[config.mk]
export PLATFORM = sky130hd
export DESIGN_NAME = packed_10bit_window_unpacker_unit
export DESIGN_NICKNAME = d
export VERILOG_FILES = /design/src/rtl/p10u_pkg.sv /design/src/rtl/p10u_lane.sv /design/src/rtl/p10u_merge.sv /design/src/rtl/packed_10bit_window_unpacker_unit.sv
export SDC_FILE = /design/constraint.sdc
export NUM_CORES = 1
export LEC_CHECK = 0
export ABC_AREA = 1
export BUFFER_PORTS_ARGS = -buffer_cell sky130_fd_sc_hd__buf_2
export CORE_ASPECT_RATIO = 0.7
export CORE_MARGIN = 1.5
export CORE_UTILIZATION = 45
export CTS_CLUSTER_DIAMETER = 100
export DETAILED_ROUTE_END_ITERATION = 12
export SLEW_MARGIN = 10
export SYNTH_ARGS = -nofsm -noshare
export SYNTH_HDL_FRONTEND = slang
export SYNTH_SLANG_ARGS = --single-unit
[constraint.sdc]
create_clock -name clk -period 14.8 [get_ports clk]
set_input_delay 0.74 -clock clk [delete_from_list [all_inputs] [get_ports clk]]
set_output_delay 0.74 -clock clk [all_outputs]
set_load 0.005 [all_outputs]
[src/rtl/p10u_pkg.sv]
// ----------------------------------------------------------------------------
// p10u_pkg
// Shared constants, register indexes and types of the packed 10-bit
// window unpacker.
// ----------------------------------------------------------------------------
package p10u_pkg;

	localparam int LINES_PER_SEGMENT = 464;
	localparam int MAX_COLUMNS       = 3712;

	localparam int LANES   = 4;
	localparam int LANE_W  = $clog2(LANES);
	localparam int PIX_W   = 10;
	localparam int POS_W   = 12;
	localparam int LINE_W  = 9;
	localparam int SEG_W   = 3;
	localparam int CHAN_W  = 4;
	localparam int ADDR_W  = 24;
	localparam int GROUP_W = LANES * PIX_W;
	localparam int OUT_W   = 40;

	// highest channel with an output plane
	localparam logic [CHAN_W-1:0] CHAN_MAX = 4'd11;

	// configuration register indexes
	localparam logic [2:0] REG_SEGMENT_INDEX = 3'd0;
	localparam logic [2:0] REG_FIRST_LINE    = 3'd1;
	localparam logic [2:0] REG_FIRST_COLUMN  = 3'd2;
	localparam logic [2:0] REG_WIN_LINES     = 3'd3;
	localparam logic [2:0] REG_WIN_COLUMNS   = 3'd4;
	localparam logic [2:0] REG_LINE_WIDTH    = 3'd5;
	localparam logic [2:0] REG_CHANNEL       = 3'd6;

	// what one lane finds for its pixel
	typedef struct packed {
		logic             hit;
		logic [POS_W-1:0] offset;
	} lane_res_t;

	// one group handed to the merge stage
	typedef struct packed {
		logic [LANES-1:0]             mask;
		logic [LANES-1:0][PIX_W-1:0]  pix;
		logic [LANES-1:0][POS_W-1:0]  off;
		logic [ADDR_W-1:0]            row_base;
		logic [CHAN_W-1:0]            plane;
	} grp_t;

endpackage

[src/rtl/p10u_lane.sv]
// ----------------------------------------------------------------------------
// p10u_lane
// Column check for one pixel of a group: inside the stored line, inside
// the column window, and its column offset within the window.
// ----------------------------------------------------------------------------
module p10u_lane
	import p10u_pkg::*;
(
	input  logic [POS_W-1:0]  pos,
	input  logic [LANE_W-1:0] lane_idx,
	input  logic [POS_W-1:0]  line_width,
	input  logic [POS_W-1:0]  col_lo,
	input  logic [POS_W-1:0]  win_cols,
	output lane_res_t         res
);

	logic [POS_W-1:0] col;
	logic [POS_W-1:0] off;

	// column of this pixel; pos is a multiple of four, so no carry out
	assign col = pos + POS_W'(lane_idx);
	assign off = col - col_lo;

	always_comb begin
		res.offset = off;
		res.hit    = (col < line_width) && (col >= col_lo) && (off < win_cols);
	end

endmodule

[src/rtl/p10u_merge.sv]
// ----------------------------------------------------------------------------
// p10u_merge
// Merge stage: holds the hits of one group and sends them out one item
// per cycle while m_tready is high, lowest lane first, with tlast on the final hit.
// ----------------------------------------------------------------------------
module p10u_merge
	import p10u_pkg::*;
(
	input  logic             clk,
	input  logic             arst_n,
	input  logic             in_valid,
	output logic             in_ready,
	input  grp_t             in_grp,
	output logic             m_tvalid,
	input  logic             m_tready,
	output logic [OUT_W-1:0] m_tdata,
	output logic             m_tlast
);

	logic [LANES-1:0]             mask_q;
	logic [LANES-1:0][PIX_W-1:0]  pix_q;
	logic [LANES-1:0][ADDR_W-1:0] addr_q;
	logic [CHAN_W-1:0]            plane_q;

	logic [LANE_W-1:0] sel;
	logic [LANES-1:0]  rest;
	logic              fire;
	logic              load;

	// lowest pending lane
	always_comb begin
		sel = '0;
		for (int i = LANES - 1; i >= 0; i--) begin
			if (mask_q[i]) begin
				sel = LANE_W'(i);
			end
		end
	end

	always_comb begin
		rest      = mask_q;
		rest[sel] = 1'b0;
	end

	assign m_tvalid = |mask_q;
	assign m_tlast  = (rest == '0);
	assign fire     = m_tvalid && m_tready;
	assign in_ready = !m_tvalid || (fire && m_tlast);
	assign load     = in_valid && in_ready;

	// plane_index, pixel_address, pixel_value from the top down
	assign m_tdata = {{(OUT_W - CHAN_W - ADDR_W - PIX_W){1'b0}},
		plane_q, addr_q[sel], pix_q[sel]};

	// pending mask
	always_ff @(posedge clk or negedge arst_n) begin
		if (!arst_n) begin
			mask_q <= '0;
		end else if (load) begin
			mask_q <= in_grp.mask;
		end else if (fire) begin
			mask_q <= rest;
		end
	end

	// group payload, addresses formed on load
	always_ff @(posedge clk) begin
		if (load) begin
			pix_q   <= in_grp.pix;
			plane_q <= in_grp.plane;
			for (int i = 0; i < LANES; i++) begin
				addr_q[i] <= in_grp.row_base + ADDR_W'(in_grp.off[i]);
			end
		end
	end

	a_group_continues: assert property (@(posedge clk) disable iff (!arst_n)
		fire && !m_tlast |=> m_tvalid)
		else $error("group dropped before its last item");

	a_group_ends: assert property (@(posedge clk) disable iff (!arst_n)
		fire && m_tlast && !load |=> !m_tvalid)
		else $error("item sent after the last of a group");

endmodule

[src/rtl/packed_10bit_window_unpacker_unit.sv]
// ----------------------------------------------------------------------------
// packed_10bit_window_unpacker_unit
// Unpacks four 10-bit pixels per 5-byte group, tracks column and line in
// the segment and emits the pixels inside the window with plane addresses.
//
//   channel  dir  width  handshake            content
//   s_*      in   40     s_tvalid / s_tready  packed_group
//   m_*      out  40+1   m_tvalid / m_tready  pixel, address, plane, tlast
//   cfg_*    in   3+12   cfg_we               register index and data
//
// A group enters in a single transfer; results leave one item per cycle while
// m_tready is high. Between input and first result a group is registered in
// stage 1 (column lanes), stage 2 (row multiply) and the merge buffer.
// Reset clears the position state and loads the register defaults.
// A stalled output fills the merge buffer and then the two pipeline stages
// before s_tready drops; groups with no hits are dropped at stage 2 without
// waiting on the output.
// ----------------------------------------------------------------------------
module packed_10bit_window_unpacker_unit
	import p10u_pkg::*;
(
	input  logic                clk,
	input  logic                arst_n,
	// packed_group
	input  logic                s_tvalid,
	output logic                s_tready,
	input  logic [GROUP_W-1:0]  s_tdata,
	// pixel_value, pixel_address, plane_index, zero pad
	output logic                m_tvalid,
	input  logic                m_tready,
	output logic [OUT_W-1:0]    m_tdata,
	output logic                m_tlast,
	input  logic                cfg_we,
	input  logic [2:0]          cfg_index,
	input  logic [POS_W-1:0]    cfg_data
);

	// configuration registers
	logic [SEG_W-1:0]  seg_q;
	logic [POS_W-1:0]  line_lo_q;
	logic [POS_W-1:0]  col_lo_q;
	logic [POS_W-1:0]  win_lines_q;
	logic [POS_W-1:0]  win_cols_q;
	logic [POS_W-1:0]  line_width_q;
	logic [CHAN_W-1:0] chan_q;

	// position state
	logic [POS_W-1:0]  col_pos_q;
	logic [LINE_W-1:0] line_q;

	// stage 1
	logic                        s1_v_q;
	logic [LANES-1:0][PIX_W-1:0] pix_s1;
	logic [LANES-1:0]            mask_s1;
	logic [LANES-1:0][POS_W-1:0] off_s1;
	logic [POS_W-1:0]            diff_s1;
	logic [CHAN_W-1:0]           plane_s1;

	// stage 2
	logic                        s2_v_q;
	logic [LANES-1:0][PIX_W-1:0] pix_s2;
	logic [LANES-1:0]            mask_s2;
	logic [LANES-1:0][POS_W-1:0] off_s2;
	logic [ADDR_W-1:0]           rowb_s2;
	logic [CHAN_W-1:0]           plane_s2;

	logic              accept;
	logic              s1_move;
	logic              s2_free;
	logic              mrg_ready;
	logic              in_seg;
	logic              chan_ok;
	logic              line_ok;
	logic [POS_W-1:0]  line_abs;
	logic [POS_W-1:0]  line_diff;
	logic [POS_W:0]    col_next;
	lane_res_t         lane_res [LANES];
	logic [LANES-1:0]  hits;
	grp_t              grp;

	// configuration writes
	always_ff @(posedge clk or negedge arst_n) begin
		if (!arst_n) begin
			seg_q        <= '0;
			line_lo_q    <= '0;
			col_lo_q     <= '0;
			win_lines_q  <= POS_W'(MAX_COLUMNS);
			win_cols_q   <= POS_W'(MAX_COLUMNS);
			line_width_q <= POS_W'(MAX_COLUMNS);
			chan_q       <= CHAN_W'(1);
		end else if (cfg_we) begin
			unique case (cfg_index)
				REG_SEGMENT_INDEX: seg_q        <= cfg_data[SEG_W-1:0];
				REG_FIRST_LINE:    line_lo_q    <= cfg_data;
				REG_FIRST_COLUMN:  col_lo_q     <= cfg_data;
				REG_WIN_LINES:     win_lines_q  <= cfg_data;
				REG_WIN_COLUMNS:   win_cols_q   <= cfg_data;
				REG_LINE_WIDTH:    line_width_q <= cfg_data;
				REG_CHANNEL:       chan_q       <= cfg_data[CHAN_W-1:0];
				default: ;
			endcase
		end
	end

	// flow control
	assign s2_free  = !s2_v_q || (mask_s2 == '0) || mrg_ready;
	assign s1_move  = s1_v_q && s2_free;
	assign s_tready = !s1_v_q || s2_free;
	assign accept   = s_tvalid && s_tready;

	// line checks for the incoming group
	assign in_seg    = line_q < LINE_W'(LINES_PER_SEGMENT);
	assign chan_ok   = (chan_q != '0) && (chan_q <= CHAN_MAX);
	assign line_abs  = POS_W'(seg_q) * POS_W'(LINES_PER_SEGMENT) + POS_W'(line_q);
	assign line_diff = line_abs - line_lo_q;
	assign line_ok   = (line_abs >= line_lo_q) && (line_diff < win_lines_q);
	assign col_next  = {1'b0, col_pos_q} + (POS_W + 1)'(LANES);

	// column lanes
	for (genvar g = 0; g < LANES; g++) begin : g_lane
		p10u_lane u_lane (
			.pos        (col_pos_q),
			.lane_idx   (LANE_W'(g)),
			.line_width (line_width_q),
			.col_lo     (col_lo_q),
			.win_cols   (win_cols_q),
			.res        (lane_res[g])
		);
		assign hits[g] = lane_res[g].hit && in_seg && chan_ok && line_ok;
	end

	// position within the segment
	always_ff @(posedge clk or negedge arst_n) begin
		if (!arst_n) begin
			col_pos_q <= '0;
			line_q    <= '0;
		end else if (accept && in_seg) begin
			if (col_next >= {1'b0, line_width_q}) begin
				col_pos_q <= '0;
				line_q    <= line_q + LINE_W'(1);
			end else begin
				col_pos_q <= col_next[POS_W-1:0];
			end
		end
	end

	// stage valids
	always_ff @(posedge clk or negedge arst_n) begin
		if (!arst_n) begin
			s1_v_q <= 1'b0;
			s2_v_q <= 1'b0;
		end else begin
			if (accept) begin
				s1_v_q <= 1'b1;
			end else if (s1_move) begin
				s1_v_q <= 1'b0;
			end
			if (s1_move) begin
				s2_v_q <= 1'b1;
			end else if (s2_free) begin
				s2_v_q <= 1'b0;
			end
		end
	end

	// stage 1: unpacked pixels and lane results, first pixel in the top bits
	always_ff @(posedge clk) begin
		if (accept) begin
			for (int i = 0; i < LANES; i++) begin
				pix_s1[i] <= s_tdata[GROUP_W - 1 - i * PIX_W -: PIX_W];
				off_s1[i] <= lane_res[i].offset;
			end
			mask_s1  <= hits;
			diff_s1  <= line_diff;
			plane_s1 <= chan_q - CHAN_W'(1);
		end
	end

	// stage 2: row base of the window plane
	always_ff @(posedge clk) begin
		if (s1_move) begin
			pix_s2   <= pix_s1;
			mask_s2  <= mask_s1;
			off_s2   <= off_s1;
			rowb_s2  <= ADDR_W'(diff_s1 * win_cols_q);
			plane_s2 <= plane_s1;
		end
	end

	always_comb begin
		grp.mask     = mask_s2;
		grp.pix      = pix_s2;
		grp.off      = off_s2;
		grp.row_base = rowb_s2;
		grp.plane    = plane_s2;
	end

	p10u_merge u_merge (
		.clk      (clk),
		.arst_n   (arst_n),
		.in_valid (s2_v_q && (mask_s2 != '0)),
		.in_ready (mrg_ready),
		.in_grp   (grp),
		.m_tvalid (m_tvalid),
		.m_tready (m_tready),
		.m_tdata  (m_tdata),
		.m_tlast  (m_tlast)
	);

	a_col_aligned: assert property (@(posedge clk) disable iff (!arst_n)
		col_pos_q[LANE_W-1:0] == '0)
		else $error("column position off group boundary");

	a_line_bound: assert property (@(posedge clk) disable iff (!arst_n)
		line_q <= LINE_W'(LINES_PER_SEGMENT))
		else $error("line counter past segment end");

	a_empty_ready: assert property (@(posedge clk) disable iff (!arst_n)
		!s1_v_q |-> s_tready)
		else $error("input stalled with stage 1 empty");

endmodule

# Word level (Yosys, flattened, before mapping)
# Index checks and enable logic that the tools add are counted.
[classes]
reduce_logical = 54
multipliers = 2
add_sub_neg = 16
magnitude_cmp = 19
n_bitwise = 2
muxes = 17
n_eq_ne = 6
[ops]
columns = ["operator", "n"]
rows = [
  ["less-than comparator 12 bit", 9],
  ["adder 24 x 12 -> 24 bit", 4],
  ["greater-or-equal comparator 12 bit", 5],
  ["subtractor 12 bit", 5],
  ["binary-select mux 24 bit (select 2 bit)", 1],
  ["logical AND 1 bit", 30],
  ["adder 12 x 2 -> 12 bit (second input constant)", 2],
  ["multiplier 12 x 12 -> 24 bit", 1],
  ["two-way mux 24 bit", 1],
  ["binary-select mux 10 bit (select 2 bit)", 1],
  ["AND reduction 2 bit", 8],
  ["adder 12 x 3 -> 13 bit (second input constant)", 1],
  ["greater-or-equal comparator 13 x 12 -> 1 bit", 1],
  ["adder 12 x 1 -> 12 bit (second input constant)", 1],
  ["adder 12 x 9 -> 12 bit", 1],
  ["two-way mux 12 bit", 1],
  ["two-way mux 10 bit", 1],
  ["adder 9 x 1 -> 9 bit (second input constant)", 1],
  ["equality test 3 bit (second input constant)", 3],
  ["less-than comparator 9 bit (second input constant)", 1],
  ["zero test 4 bit", 2],
  ["multiplier 3 x 5 -> 8 bit (second input constant)", 1],
  ["two-way mux 2 bit", 4],
  ["two-way mux 4 bit", 2],
  ["16 further kinds", 29],
]
[totals]
out_inout_bits = 43
reg_bits = 462
elab_cells = 159

# Logic depth before layout (Yosys ltp)
[depth]
ltp_word = 18
ltp_mapped = 23
ltp_nobuf = 23

# By module
# Synthesis repeated with hierarchy kept, for this count alone.
[hier_totals]
cells_unflattened = 3783
area_unflattened_um2 = 32715.1
[by_module_without_submodules]
columns = ["mod", "area_each_um2", "instances", "cells_per_inst"]
rows = [
  ["packed_10bit_window_unpacker_unit", 17167.7, 1, 1611],
  ["p10u_merge", 9370.2, 1, 1107],
  ["p10u_lane at g_lane[0].u_lane ...", 1552.7, 3, 269],
  ["p10u_lane at g_lane[2].u_lane", 1519.0, 1, 258],
]

# Worst setup path before layout
# No wires, ideal clock.
[synth_path]
kind = "register to register"
startpoint = "register u_merge.mask_q[1]"
endpoint = "register u_merge.addr_q[10] (netlist bit), enable pin"
path_slack_ps = 7255
path_buffers = 0
required_time_ps = 14153
path_stages_with_launch = 8
t_arrival_ps = 6898
period_less_slack_ps = 7545
path_cell_list = "dfrtp_1 > nor2_4 > nand2_1 > nand2_1 > nand3_2 > nand2_1 > inv_1 > nor2_1"
[synth_between]
elab_chain_cells = 12
word_cells_on_any_way = 16
classes_between = "2 x order compare; 4 x mux; 2 x bitwise; 8 x reduce/logical"
[synth_lines]
columns = ["element", "line", "text"]
rows = [
  ["start, declared", "p10u_merge.sv:20", "logic [LANES-1:0] mask_q;"],
  ["start signal, assigned", "p10u_merge.sv:60", "mask_q <= in_grp.mask;"],
  ["start signal, assigned", "p10u_merge.sv:62", "mask_q <= rest;"],
  ["two-way mux 2 bit (2 in series)", "p10u_merge.sv:34", "if (mask_q[i]) begin"],
  ["less-than comparator 2 x 3 -> 1 bit (implied by the code) or greater-or-equal comparator 2 x 1 -> 1 bit (tied branches)", "p10u_merge.sv:42", "rest[sel] = 1'b0;"],
  ["logical AND 1 bit (implied by the code)", "p10u_merge.sv:42", ""],
  ["two-way mux 1 bit (implied by the code)", "p10u_merge.sv:42", ""],
  ["demux 1 bit (select 2 bit)", "n/a", ""],
  ["inverter 4 bit (no line)", "n/a", ""],
  ["bitwise AND 4 bit (no line)", "n/a", ""],
  ["zero test 4 bit", "p10u_merge.sv:46", "assign m_tlast = (rest == '0);"],
  ["logical AND 1 bit", "p10u_merge.sv:48", "assign in_ready = !m_tvalid || (fire && m_tlast);"],
  ["logical OR 1 bit *", "p10u_merge.sv:48", ""],
  ["logical AND 1 bit *", "p10u_merge.sv:49", "assign load = in_valid && in_ready;"],
  ["named net u_merge.load", "p10u_merge.sv:28", "logic load;"],
  ["end signal, assigned by index", "p10u_merge.sv:72", "addr_q[i] <= in_grp.row_base + ADDR_W'(in_grp.off[i]);"],
  ["end, declared", "p10u_merge.sv:22", "logic [LANES-1:0][ADDR_W-1:0] addr_q;"],
]
# The timed path passes the listed nets; every way through them passes the cells marked *.
# A chain may end at the register's enable or synchronous reset.

# Worst setup path after layout
[layout_path]
startpoint = "register win_cols_q[5]"
endpoint = "register rowb_s2[20] (data pin)"
[layout_between]
elab_chain_cells = 1
[layout_lines]
columns = ["element", "line", "text"]
rows = [
  ["start, declared", "packed_10bit_window_unpacker_unit.sv:43", "logic [POS_W-1:0] win_cols_q;"],
  ["start signal, assigned", "packed_10bit_window_unpacker_unit.sv:88", "win_cols_q <= POS_W'(MAX_COLUMNS);"],
  ["start signal, assigned", "packed_10bit_window_unpacker_unit.sv:97", "REG_WIN_COLUMNS: win_cols_q <= cfg_data;"],
  ["multiplier 12 x 12 -> 24 bit", "packed_10bit_window_unpacker_unit.sv:185", "rowb_s2 <= ADDR_W'(diff_s1 * win_cols_q);"],
  ["end signal, assigned", "packed_10bit_window_unpacker_unit.sv:185", ""],
  ["end, declared", "packed_10bit_window_unpacker_unit.sv:64", "logic [ADDR_W-1:0] rowb_s2;"],
]
# Every way passes these cells.

==> impl_metrics.py <==
metrics = {
    "floorplan": {
        "core_region_area_um2": 63300,
        "die_width_um": 306.0,
        "die_h_um": 215.1,
        "floorplan.initialDensity_pct": 45.68,
        "io-pin-count": 103,
        "die_area_um2": 65800,
        "core.rowCount": 77,
    },
    "run_status": {
        "status": "complete, no violations",
    },
    "route": {
        "post_drt_via_cell_ratio": 5.242,
        "wl_per_cell_um": 19.01,
        "drt-initial-drc-count": 1698,
        "totalWireLength_mm": 75.35,
        "post-route-drc-count": 0,
        "drt_pass1_iterations": 5,
        "route.antenna.remaining_nets": 0,
        "detailroute.via_count": 20775,
    },
    "synth": {
        "synth-seq-cells": 454,
        "yosysTopAreaCellShare_pct": 37.60,
        "synth-edff-count": 362,
        "post_synth_main_area_contributors": "edfxtp_1 (38%), ha_1 (11%), nand2_1 (9.1%), fa_1 (7.7%), dfrtp_1 (6.8%)",
        "async_reset_ff_share_pct": 20.26,
        "synth_warnings": 0,
        "syn-cell-area_um2": 28910,
        "seq_area_frac_synth_pct": 45.62,
        "yosys.area.top_type": "edfxtp_1",
        "syn-mean-instance-area_um2": 9.570,
        "yosys_most_used_dff": "edfxtp_1",
        "count_of_cell_types_in_the_netlist": 45,
        "cells_after_synth": 3021,
    },
    "layout": {
        "drive_above_1_share_pct": 6.765,
        "ff_latch_area_um2": 13190,
        "number_of_nets_at_the_end_of_the_flow": 3528,
        "total_area_of_multi_input_combinational_cells_um2": 13700,
        "share_of_the_core_filled_with_cells_in_the_final_layout_pct": 50.08,
        "number_of_antenna_diodes": 0,
        "final.fill_count": 5704,
        "area_growth_pct": 9.638,
    },
    "sta": {
        "worst_clock_skew_ns": 0.02230,
        "maxSlewHeadroom_pct": 23.01,
        "rsz_0062_raised_after_global_routing": "false",
        "period_minus_slack_ns": 5.319,
        "number_of_pins_with_negative_max_slew_slack_in_the_final_report": 0,
        "finalSetupTns_ns": 0,
        "fin_crit_sh_pct": 35.94,
        "actual_transition_at_the_worst_max_transition_pin_ns": 1.155,
        "timing_hold_violations_final": 0,
        "max_freq_ghz": 0.1880,
        "finalSetupViolations": 0,
    },
    "global_route": {
        "globalRouteOverflowTotal": 0,
        "total_routing_resource_utilization_after_global_routing_pct": 23.16,
        "grt_start_max_net_pins": 90,
        "antenna_found_initial": 0,
        "vias_in_the_first_global_route": 20718,
        "global_route_wire_length_before_repair_mm": 117.8,
    },
    "clock_network": {
        "worst_skew_pair.late_latency_ns": 0.59,
        "cts.clk_slew.worst_paths_ns": 0.06,
        "post_cts.repair.setup_buffers": 0,
        "cts_root_buffer": "clkbuf_16",
        "tritoncts_clock_tree": "done",
        "gates_resized_cts_repair": 0,
        "clockBufferDepth": 3,
        "number_of_buffers_added_by_the_clock_tree_synthesis_step": 48,
        "h-tree-depth": 2,
        "holdBufCountCts": 0,
        "cts_sinks": 454,
    },
    "setup_path": {
        "critPathCaptureType": "flip-flop",
        "r2r-start": "win_cols_q[5]",
        "r2r_slack_ns": 9.48,
        "worst_ep_arrival_time_ns": 5.66,
        "r2r.worst_path.cells": 17,
        "cp_max_fo": 14,
        "crit_type": "flip-flop to flip-flop",
        "startpoint_type": "flip-flop",
        "r2r_end": "rowb_s2[20]",
        "crit_required_ns": 15.14,
    },
    "placement": {
        "detailedPlacementHpwl_mm": 58.09,
        "routability_congestion_estimate_from_global_placement": 0.9175,
        "portBuffers": 100,
    },
    "hold_path": {
        "min-delay-path-class": "input pin to async pin",
    },
    "run": {
        "maxCapViolations": 0,
    },
}
[placed cells by master, fill, tap and decap left out, types with 12 or more instances in the layout]
| cell | Yosys | final |
|---|---|---|
| nand3_1 | 137 | 137 |
| nor2_1 | 160 | 159 |
| inv_1 | 450 | 448 |
| o21ai_0 | 166 | 164 |
| dfstp_2 | 13 | 13 |
| xnor2_1 | 45 | 45 |
| dfrtp_1 | 79 | 79 |
| buf_4 | 2 | 12 |
| xor2_1 | 117 | 117 |
| buf_2 | 14 | 99 |
| clkbuf_1 | 68 | 12 |
| nand4_1 | 26 | 26 |
| o21bai_1 | 20 | 20 |
| a21oi_1 | 155 | 155 |
| a21o_1 | 12 | 12 |
| edfxtp_1 | 362 | 362 |
| a31oi_1 | 17 | 17 |
| nor3_1 | 23 | 23 |
| clkbuf_16 | 0 | 51 |
| fa_1 | 111 | 111 |
| nand2_1 | 702 | 702 |
| o211ai_1 | 33 | 33 |
| ha_1 | 260 | 260 |
[routing by layer]
metal  wire [µm]  up-vias  part of all wire (%)  GRT usage, %
li1            -    10109                     -             -
met1       38160     9993                    51         35.91
met2       31560      582                    42         34.33
met3        4169       91                   5.5         2.840
met4        1462        0                   1.9         5.572
met5           0        -                     0             0
[worst max-delay path by stage]
stage                       from                 end  slack (ns)  cells past startpoint
5_1_grt            win_cols_q[5]         rowb_s2[20]        9.15                     17
3_5_place_dp       win_cols_q[5]         rowb_s2[20]        9.52                     17
4_1_cts            win_cols_q[8]         rowb_s2[20]        9.49                     17
6_report           win_cols_q[5]         rowb_s2[20]        9.48                     17
2_1_floorplan  u_merge.mask_q[1]  u_merge.addr_q[10]        7.25                      7
3_3_place_gp       win_cols_q[5]         rowb_s2[20]        9.60                     16
[layout make-up]
cell class / instances / area share [%]
Inverter: 450 / 5.345
Sequential cell: 454 / 41.61
Tap cell: 829 / 3.272
Clock inverter: 23 / 0.4974
Multi-Input combinational cell: 2032 / 43.22
Timing Repair Buffer: 111 / 1.847
Clock buffer: 64 / 4.212
[kinds of logic (layout without fill, tap and decap cells)]
group / count (synthesis) / after routing / share of synthesized area (%)
compound gates: 425 / 425 / 8.175
xor+xnor: 162 / 162 / 4.908
fa+ha+maj: 371 / 371 / 18.94
buf+inv: 536 / 648 / 7.076
flops: 454 / 454 / 45.62
other cells: 1 / 2 / 0.01297
simple gates: 1072 / 1072 / 15.27
[metrics by stage]
stage	hold WS, ns	cell area (µm²)	setup slack, ns	instances
after detailed placement	0.4045	30210	9.516	3876
after global routing	0.1416	31700	9.145	3963
after floorplan	0.4003	28920	7.255	3022
after global placement	0.4009	30210	9.597	3876
final	0.1200	31700	9.481	3963
after CTS	0.1255	31700	9.489	3963
[Yosys cell counts (23+ instances only)]
| cell type | count |
|---|---|
| nand3_1 | 137 |
| xor2_1 | 117 |
| nor3_1 | 23 |
| dfrtp_1 | 79 |
| ha_1 | 260 |
| nor2_1 | 160 |
| xnor2_1 | 45 |
| o21ai_0 | 166 |
| nand4_1 | 26 |
| edfxtp_1 | 362 |
| fa_1 | 111 |
| clkbuf_1 | 68 |
| nand2_1 | 702 |
| a21oi_1 | 155 |
| inv_1 | 450 |
| o211ai_1 | 33 |
[flip-flops by register name, indices dropped and copies added (netlist names), 24 cells and up]
| register | flops |
|---|---|
| u_merge.addr_q | 94 |
| grp | 86 |
| off_s1 | 46 |
| pix_s1 | 40 |
| u_merge.pix_q | 40 |
| rowb_s2 | 24 |
[worst max-delay path, cell delays in order, from the launching register on]
cell and delay (ns):
dfrtp_1 0.67, nand2_1 0.16, fa_1 0.52, fa_1 0.57, inv_1 0.06, ha_1 0.31
fa_1 0.55, inv_1 0.06, fa_1 0.53, inv_1 0.04, ha_1 0.34, a21oi_1 0.25
a21boi_0 0.42, o21ai_0 0.27, nand3_1 0.16, nand2_1 0.06, nand2_1 0.06, nand2_1 0.05
Power is left out: the tool's default activity adds up to more than one toggle a clock period on the data nets, which glitch-free logic cannot reach.
